### src/rtl/core/clp_pkg.sv
// Package for the calibrated line position block: widths, constants and shared types.
`timescale 1ns / 1ps
`default_nettype none
package clp_pkg;
	localparam int SENSORS = 5;
	localparam int RAW_W = 10;
	localparam int NORM_W = 9;
	localparam int POS_W = 11;
	localparam logic [NORM_W-1:0] NORM_MAX = 9'd500;
	localparam logic [NORM_W-1:0] LINE_THR_RESET = 9'd100;
	localparam logic [NORM_W-1:0] NOISE_THR_RESET = 9'd50;
	localparam logic OP_CAL = 1'b0;
	localparam logic OP_READ = 1'b1;
	localparam logic CFG_LINE_THR = 1'b0;
	localparam logic CFG_NOISE_THR = 1'b1;

	typedef enum logic [1:0] {
		ST_IDLE,
		ST_SCALE,
		ST_MERGE,
		ST_DIV
	} state_t;

	// Control from the sequencer to the lanes.
	typedef struct packed {
		logic start;
		logic cal;
		logic calibrated;
	} lane_ctrl_t;
endpackage
`default_nettype wire

### src/rtl/core/clp_lane.sv
// One sensor lane: stored range, calibration update and serial scaling to 0..500.
`timescale 1ns / 1ps
`default_nettype none
module clp_lane #(
	parameter int TIMEOUT = 1000
) (
	input  wire logic                       clk,
	input  wire logic                       arst_n,
	input  wire clp_pkg::lane_ctrl_t        ctrl,
	input  wire logic [clp_pkg::RAW_W-1:0]  raw,
	output logic [clp_pkg::NORM_W-1:0]      norm,
	output logic                            done
);
	// A timeout beyond the raw field's reach never clips, which is the same as clipping at
	// the largest raw value.
	localparam int TMO_I = (TIMEOUT > (2 ** clp_pkg::RAW_W) - 1) ?
		(2 ** clp_pkg::RAW_W) - 1 : TIMEOUT;
	localparam logic [clp_pkg::RAW_W-1:0] TMO = clp_pkg::RAW_W'(TMO_I);
	localparam int NUM_W = 19;
	localparam int QB = 9;

	logic [clp_pkg::RAW_W-1:0] min_q, max_q, clip;
	logic [NUM_W-1:0] rem_q;
	logic [clp_pkg::RAW_W-1:0] den_q;
	logic [clp_pkg::NORM_W-1:0] quo_q;
	logic [3:0] cnt_q;
	logic busy_q;
	logic [NUM_W:0] trial;

	assign clip = (raw > TMO) ? TMO : raw;
	assign trial = {1'b0, rem_q} - ({10'd0, den_q} << cnt_q);

	always_ff @(posedge clk or negedge arst_n) begin
		if (!arst_n) begin
			min_q <= TMO;
			max_q <= '0;
			busy_q <= 1'b0;
			cnt_q <= '0;
			done <= 1'b0;
		end else begin
			done <= 1'b0;
			if (ctrl.start && ctrl.cal) begin
				if (clip < min_q) min_q <= clip;
				if (clip > max_q) max_q <= clip;
			end else if (ctrl.start) begin
				if (!ctrl.calibrated || max_q <= min_q || clip <= min_q) begin
					quo_q <= '0;
					done <= 1'b1;
				end else if ((clip - min_q) >= (max_q - min_q)) begin
					quo_q <= clp_pkg::NORM_MAX;
					done <= 1'b1;
				end else begin
					rem_q <= NUM_W'(clip - min_q) * NUM_W'(clp_pkg::NORM_MAX);
					den_q <= max_q - min_q;
					quo_q <= '0;
					cnt_q <= 4'(QB - 1);
					busy_q <= 1'b1;
				end
			end else if (busy_q) begin
				// Restoring division, one quotient bit a cycle.
				if (!trial[NUM_W]) begin
					rem_q <= trial[NUM_W-1:0];
					quo_q[cnt_q] <= 1'b1;
				end
				if (cnt_q == 4'd0) begin
					busy_q <= 1'b0;
					done <= 1'b1;
				end else begin
					cnt_q <= cnt_q - 4'd1;
				end
			end
		end
	end
	assign norm = quo_q;
endmodule
`default_nettype wire

### src/rtl/core/clp_merge.sv
// Merging stage: serial weighted sum over middle lanes and serial centroid division.
`timescale 1ns / 1ps
`default_nettype none
module clp_merge (
	input  wire logic                         clk,
	input  wire logic                         arst_n,
	input  wire logic                         start,
	input  wire logic [clp_pkg::NORM_W-1:0]   norm [clp_pkg::SENSORS],
	input  wire logic [clp_pkg::NORM_W-1:0]   line_thr,
	input  wire logic [clp_pkg::NORM_W-1:0]   noise_thr,
	output logic [clp_pkg::POS_W-1:0]         position,
	output logic                              on_line,
	output logic                              done
);
	localparam int POS_W = clp_pkg::POS_W;
	localparam int MID = clp_pkg::SENSORS - 2;
	localparam int IW = $clog2(MID + 1);
	localparam int NW = $clog2(clp_pkg::SENSORS);
	localparam int SPAN = (clp_pkg::SENSORS - 3) * 1000;
	localparam int SUM_W = 13;
	localparam int AVG_W = 28;

	logic [IW-1:0] idx_q;
	logic [SUM_W-1:0] sum_q;
	logic [AVG_W-1:0] avg_q;
	logic [clp_pkg::POS_W-1:0] last_q, quo_q;
	logic [4:0] bit_q;
	logic seen_q, acc_q, div_q;
	logic [clp_pkg::NORM_W-1:0] v;
	logic [AVG_W+SUM_W:0] trial;

	assign v = norm[NW'(idx_q) + NW'(1)];
	assign trial = {{(SUM_W+1){1'b0}}, avg_q} - ({{(AVG_W+1){1'b0}}, sum_q} << bit_q);

	always_ff @(posedge clk or negedge arst_n) begin
		if (!arst_n) begin
			last_q <= '0;
			acc_q <= 1'b0;
			div_q <= 1'b0;
			done <= 1'b0;
			idx_q <= '0;
			bit_q <= '0;
		end else begin
			done <= 1'b0;
			if (start) begin
				idx_q <= '0;
				sum_q <= '0;
				avg_q <= '0;
				seen_q <= 1'b0;
				acc_q <= 1'b1;
			end else if (acc_q) begin
				if (v > line_thr) seen_q <= 1'b1;
				if (v > noise_thr) begin
					sum_q <= sum_q + SUM_W'(v);
					avg_q <= avg_q + AVG_W'(v) * AVG_W'(idx_q) * AVG_W'(1000);
				end
				if (idx_q == IW'(MID - 1)) begin
					acc_q <= 1'b0;
					div_q <= 1'b1;
					bit_q <= 5'(clp_pkg::POS_W - 1);
					quo_q <= '0;
				end else begin
					idx_q <= idx_q + IW'(1);
				end
			end else if (div_q) begin
				if (!trial[AVG_W+SUM_W] && sum_q != '0) begin
					avg_q <= trial[AVG_W-1:0];
					quo_q[bit_q[3:0]] <= 1'b1;
				end
				if (bit_q == 5'd0) begin
					div_q <= 1'b0;
					done <= 1'b1;
					on_line <= seen_q;
					if (!seen_q) begin
						position <= (last_q < POS_W'(SPAN / 2)) ? '0 : POS_W'(SPAN);
					end else if (sum_q != '0) begin
						position <= quo_q | POS_W'(!trial[AVG_W+SUM_W]);
						last_q <= quo_q | POS_W'(!trial[AVG_W+SUM_W]);
					end else begin
						position <= last_q;
					end
				end else begin
					bit_q <= bit_q - 5'd1;
				end
			end
		end
	end
endmodule
`default_nettype wire

### src/rtl/core/calibrated_line_position.sv
// Top level of the calibrated line position block.
`timescale 1ns / 1ps
`default_nettype none
// A calibrate word (op 0) widens every sensor's stored minimum and maximum at the edge that
// accepts it and gives no result, so the next word can be accepted in the following cycle.
// A read word (op 1) scales all five sensors in parallel lanes. A lane whose answer is zero or
// full scale finishes without dividing; any other lane runs a restoring divider. The merging
// stage then walks the three middle sensors one per cycle and serially divides the weighted
// sum by the sum of the values above the noise threshold, and the ST_DIV state moves the
// result into the output register. A read holds the input stalled through the lane and
// centroid dividers and the ST_DIV state, also while the previous result still waits in the
// output register. Only one word is processed at a time; a finished result sits in the
// output register while the next word is already accepted.
module calibrated_line_position #(
	parameter int TIMEOUT = 1000
) (
	input  wire logic        clk,
	input  wire logic        arst_n,
	input  wire logic        in_valid,
	output logic             in_stall,
	input  wire logic        op,
	input  wire logic [9:0]  raw_0,
	input  wire logic [9:0]  raw_1,
	input  wire logic [9:0]  raw_2,
	input  wire logic [9:0]  raw_3,
	input  wire logic [9:0]  raw_4,
	output logic             out_valid,
	input  wire logic        out_stall,
	output logic [10:0]      position,
	output logic             on_line,
	output logic             is_calibrated,
	output logic [8:0]       norm_0,
	output logic [8:0]       norm_1,
	output logic [8:0]       norm_2,
	output logic [8:0]       norm_3,
	output logic [8:0]       norm_4,
	input  wire logic        cfg_valid,
	output logic             cfg_ready,
	input  wire logic        cfg_index,
	input  wire logic [8:0]  cfg_data
);
	clp_pkg::state_t state_q, state_d;
	logic [8:0] line_thr_q, noise_thr_q;
	logic cal_flag_q, cal_snap_q;
	logic [9:0] raw_w [clp_pkg::SENSORS];
	logic [8:0] norm_w [clp_pkg::SENSORS];
	logic [clp_pkg::SENSORS-1:0] ldone;
	logic ldone_all;
	logic [clp_pkg::SENSORS-1:0] ldone_seen_q;
	logic accept, mstart, mdone;
	logic [10:0] mpos;
	logic mline;
	clp_pkg::lane_ctrl_t lctrl;

	assign raw_w[0] = raw_0;
	assign raw_w[1] = raw_1;
	assign raw_w[2] = raw_2;
	assign raw_w[3] = raw_3;
	assign raw_w[4] = raw_4;

	assign cfg_ready = 1'b1;
	assign in_stall = (state_q != clp_pkg::ST_IDLE);
	assign accept = in_valid && !in_stall;
	assign lctrl.start = accept;
	assign lctrl.cal = (op == clp_pkg::OP_CAL);
	assign lctrl.calibrated = cal_flag_q;

	for (genvar g = 0; g < clp_pkg::SENSORS; g++) begin : g_lane
		clp_lane #(.TIMEOUT(TIMEOUT)) u_lane (
			.clk(clk), .arst_n(arst_n), .ctrl(lctrl), .raw(raw_w[g]),
			.norm(norm_w[g]), .done(ldone[g]));
	end

	clp_merge u_merge (
		.clk(clk), .arst_n(arst_n), .start(mstart), .norm(norm_w),
		.line_thr(line_thr_q), .noise_thr(noise_thr_q),
		.position(mpos), .on_line(mline), .done(mdone));

	assign ldone_all = &(ldone_seen_q | ldone);
	assign mstart = (state_q == clp_pkg::ST_SCALE) && ldone_all;

	always_comb begin
		state_d = state_q;
		case (state_q)
			clp_pkg::ST_IDLE: begin
				if (accept) state_d = (op == clp_pkg::OP_READ) ? clp_pkg::ST_SCALE
					: clp_pkg::ST_IDLE;
			end
			clp_pkg::ST_SCALE: if (ldone_all) state_d = clp_pkg::ST_MERGE;
			clp_pkg::ST_MERGE: if (mdone) state_d = clp_pkg::ST_DIV;
			// Wait until the previous result has left the output register.
			clp_pkg::ST_DIV: if (!out_valid || !out_stall) state_d = clp_pkg::ST_IDLE;
			default: state_d = clp_pkg::ST_IDLE;
		endcase
	end

	always_ff @(posedge clk or negedge arst_n) begin
		if (!arst_n) begin
			state_q <= clp_pkg::ST_IDLE;
			line_thr_q <= clp_pkg::LINE_THR_RESET;
			noise_thr_q <= clp_pkg::NOISE_THR_RESET;
			cal_flag_q <= 1'b0;
			out_valid <= 1'b0;
			ldone_seen_q <= '0;
			cal_snap_q <= 1'b0;
		end else begin
			state_q <= state_d;
			if (cfg_valid && cfg_ready) begin
				if (cfg_index == clp_pkg::CFG_LINE_THR) line_thr_q <= cfg_data;
				else noise_thr_q <= cfg_data;
			end
			if (accept) begin
				cal_snap_q <= cal_flag_q;
				ldone_seen_q <= '0;
				if (op == clp_pkg::OP_CAL) cal_flag_q <= 1'b1;
			end else begin
				ldone_seen_q <= ldone_seen_q | ldone;
			end
			if (state_q == clp_pkg::ST_DIV && (!out_valid || !out_stall)) begin
				out_valid <= 1'b1;
				position <= mpos;
				on_line <= mline;
				is_calibrated <= cal_snap_q;
				norm_0 <= norm_w[0]; norm_1 <= norm_w[1]; norm_2 <= norm_w[2];
				norm_3 <= norm_w[3]; norm_4 <= norm_w[4];
			end else if (out_valid && !out_stall) begin
				out_valid <= 1'b0;
			end
		end
	end

`ifndef SYNTHESIS
	a_busy_stall: assert property (@(posedge clk) disable iff (!arst_n)
		(state_q == clp_pkg::ST_SCALE) |-> in_stall) else $error("accept during scaling");
	a_cal_sticky: assert property (@(posedge clk) disable iff (!arst_n)
		$past(cal_flag_q) |-> cal_flag_q) else $error("calibrated flag cleared");
	a_uncal_zero: assert property (@(posedge clk) disable iff (!arst_n)
		(out_valid && !is_calibrated) |-> (!on_line && norm_2 == '0))
		else $error("uncalibrated result not zero");
`endif
endmodule
`default_nettype wire
### config.mk
export PLATFORM = sky130hd
export DESIGN_NAME = calibrated_line_position
export DESIGN_NICKNAME = d
export VERILOG_FILES = /design/src/rtl/core/clp_pkg.sv /design/src/rtl/core/clp_lane.sv /design/src/rtl/core/clp_merge.sv /design/src/rtl/core/calibrated_line_position.sv
export SDC_FILE = /design/constraint.sdc
export NUM_CORES = 2
export LEC_CHECK = 0
export ABC_AREA = 1
export BUFFER_PORTS_ARGS = -buffer_cell sky130_fd_sc_hd__buf_2
export CAP_MARGIN = 10
export CORE_ASPECT_RATIO = 1.2
export CORE_MARGIN = 4
export CORE_UTILIZATION = 35
export CTS_CLUSTER_DIAMETER = 150
export CTS_CLUSTER_SIZE = 14
export DETAILED_ROUTE_END_ITERATION = 16
export PLACE_DENSITY_LB_ADDON = 0.08
export SETUP_SLACK_MARGIN = 0.4
export SYNTH_ARGS = -nofsm -noshare
export SYNTH_HDL_FRONTEND = slang
export SYNTH_SLANG_ARGS = --single-unit
### constraint.sdc
create_clock -name clk -period 9.9 [get_ports clk]
set_clock_uncertainty 0.1 [all_clocks]
set_input_delay 1.98 -clock clk [delete_from_list [all_inputs] [get_ports clk]]
set_output_delay 1.98 -clock clk [all_outputs]
set_load 0.02 [all_outputs]
==> out/qor.yml <==
antenna_found_initial: 6
worstHoldPathCells: 0
period_minus_slack_ns: 8.69
use_met2_pct: 34.4
maxSlewViolCount: 0
tritoncts: "done"
syn_avg_cell_area_um2: 7.88
synthFlopType: "edfxtp_1"
portBuffers: 125
startpoint_type: "register"
use_met1_pct: 26.5
io_pins: 127
max-vdd-ir-drop_v: 0.000140
yosysUniqueCellTypes: 61
layout-drive-gt1-share_pct: 5.48
die_height_um: 418
async_reset_ff_share_pct: 36.4
fmax_mhz: 115
grt_pass1_vias: 40800
htree_levels: 2
syn_area_um2: 49100
drt_iter0_markers: 2338
grt_max_degree: 121
synthTopCellsByArea: "edfxtp_1 19%, ha_1 16%, nand2_1 9.6%"
cpPeakStageDelay_ns: 0.56
grt_usage_pct: 19.6
overflow: 0
ys_seq_elements: 492
yosys.area.top_type: "edfxtp_1"
setup_viol: 0
status: "finished, final reports clean"
vias_per_cell: 4.99
synth-edff-count: 313
crit_type: "reg -> reg"
holdCritPathClass: "reg -> reg"
cp-end-kind: "register"
drt_first_pass_iters: 5
crit_arrival_ns: 8.97
core_area_um2: 139000
path_clk_slew_ns: 0.08
worst_r2r_path_depth: 52
path_common_cell: "nand2_1"
rsz0062_at_grt: "false"
drt-total-wl_um: 145000
cts_num_sinks: 492
tightest_slew_ns: 1.01
synth-seq-area-share_pct: 28.3
synth_common_cells: "1253 x nand2_1, 1010 x inv_1, 625 x ha_1"
cts-root-buf: "clkbuf_16"
whs_ns: 0.320
gp_congestion: 0.895
areaGrowthSynthToFinish_pct: 8.32
yosys_warnings: 0
met3_usage_pct: 1.81
tns_ns: 0
drc: 0
cap_violations: 0
synth_fp_nets: 7160
min_period_over_period_pct: 87.8
multi_input_area_um2: 30800
grt_first_pass_wirelength_um: 228000
clk-insertion-delay-late_ns: 0.65
finish.net_count: 7225
p_per_area_nw_per_um2: 132
crit_required_ns: 10.18
slew_headroom_pct: 32.0
die_w_um: 350
finalPower_uw: 7050
crit_fanout: 11
die_area_um2: 146000
crit_slowest_cell: "fa_1"
num_rows: 150
wl_per_cell_um: 17.7
leakage_uw: 0.0259
ant_nets: 0
route.vias.total: 40800
n_fill_cell: 14600
yosysMostFrequentCell: "nand2_1"
netlist_instances: 6236
ff_latch_area_um2: 13900
start_util_pct: 35.2
clk_path_buf_depth: 3
synth_top_cell_area_share_pct: 19.1
busiest_layer: "met2"
hold_viol: 0
cts_made_buffers: 41
hpwl_um: 116000
==> flip-flops by register name, indices dropped and copies added, names as in the netlist, 9 cells and up <==
register	count
norm_0	9
g_lane.u_lane.min_q	50
g_lane.u_lane.cnt_q	20
norm_2	9
u_merge.avg_q	28
g_lane.u_lane.rem_q	95
norm_4	9
noise_thr_q	9
g_lane.u_lane.max_q	50
u_merge.sum_q	13
u_merge.last_q	11
u_merge.quo_q	11
line_thr_q	9
u_merge.position	11
g_lane.u_lane.norm	45
position	11
norm_1	9
g_lane.u_lane.den_q	50
norm_3	9
==> area by class of cell <==
type                       count  area share [%]
inverter                    1024            7.24
antenna                        1         0.00470
sequential                   492            26.2
clock buffer                  71            2.18
tap                         1824            4.29
clock inverter                 5           0.146
multi-input combinational   4560            57.9
timing repair buffer         182            2.03
==> per-layer routing <==
layer,up-vias,share of wire (%)
li1,20700,-
met1,19300,47
met2,585,48
met3,114,2.9
met4,0,1.7
met5,-,0
==> critical path: cells and delay by family, from the launching register on <==
| kind | cells | cell delay [ns] |
|---|---|---|
| adder cells (fa/ha/maj) | 8 | 3.15 |
| AND/OR/NAND/NOR | 21 | 1.80 |
| AO/OA/AOI/OAI | 10 | 1.43 |
| buffers and inverters | 11 | 1.12 |
| XOR/XNOR | 2 | 0.44 |
| flip-flops | 1 | 0.42 |
==> layout by cell type, fill, tap and decap left out, types with 25 or more instances in the layout <==
master        n
a21o_1       26
a21oi_1     463
a22oi_1      46
a31oi_1      25
buf_2       124
buf_4        55
clkbuf_1     29
clkbuf_16    42
dfrtp_1     142
dfstp_2      36
edfxtp_1    313
fa_1        232
ha_1        623
inv_1      1006
nand2_1    1252
nand3_1     294
nand4_1      33
nor2_1      419
nor3_1       71
o21ai_0     556
o22ai_1      29
xnor2_1      97
xor2_1      152
==> repair_timing <==
| action | 4_1_cts | 5_1_grt |
|---|---|---|
| buffers inserted | 1 | 6 |
| gates resized for setup | 2 | 22 |
| pin swaps | 1 | 3 |
| hold buffers | 0 | 0 |
| endpoints found under the setup margin | 6 | 12 |
==> kinds of logic after synthesis <==
group,count (synthesis),share of synthesized area [%]
multiplexers,13,0.265
AO/OA/AOI/OAI,1284,14.4
buffers and inverters,1184,9.13
adder cells (fa/ha/maj),858,25.4
XOR/XNOR,253,4.51
other,1,0.00763
AND/OR/NAND/NOR,2151,18.0
flip-flops,492,28.3
==> path summary, 6_finish.rpt <==
kind | start | end | slack (ns)
worst min-delay path | u_merge.position[1] | position[1] | 0.32
worst max register to register | u_merge.idx_q[0] | u_merge.avg_q[25] | 1.21
worst max-delay path | u_merge.idx_q[0] | u_merge.avg_q[25] | 1.21
worst min register to register | u_merge.position[1] | position[1] | 0.32
max in group asynchronous | arst_n | u_merge.idx_q[0] | 7.31
min in group asynchronous | arst_n | g_lane[2].u_lane.min_q[0] | 1.13
==> where the power goes <==
part,switching (µW),internal [µW]
sequential,21.1,2190
combinational,1850,1270
clock,880,831
total,2760,4290
==> per-stage QoR <==
stage          cell area [µm²]  cells  setup WS, ns  utilization, %
2_1_floorplan            49100   6236          1.09               -
3_3_place_gp             51800   8071         0.384            37.2
3_5_place_dp             51800   8071         0.261            37.2
4_1_cts                  53100   8148         0.440            38.0
5_1_grt                  53200   8158         0.387            38.2
6_report                 53200   8159          1.21            38.2
(Power assumes the default switching activity.)
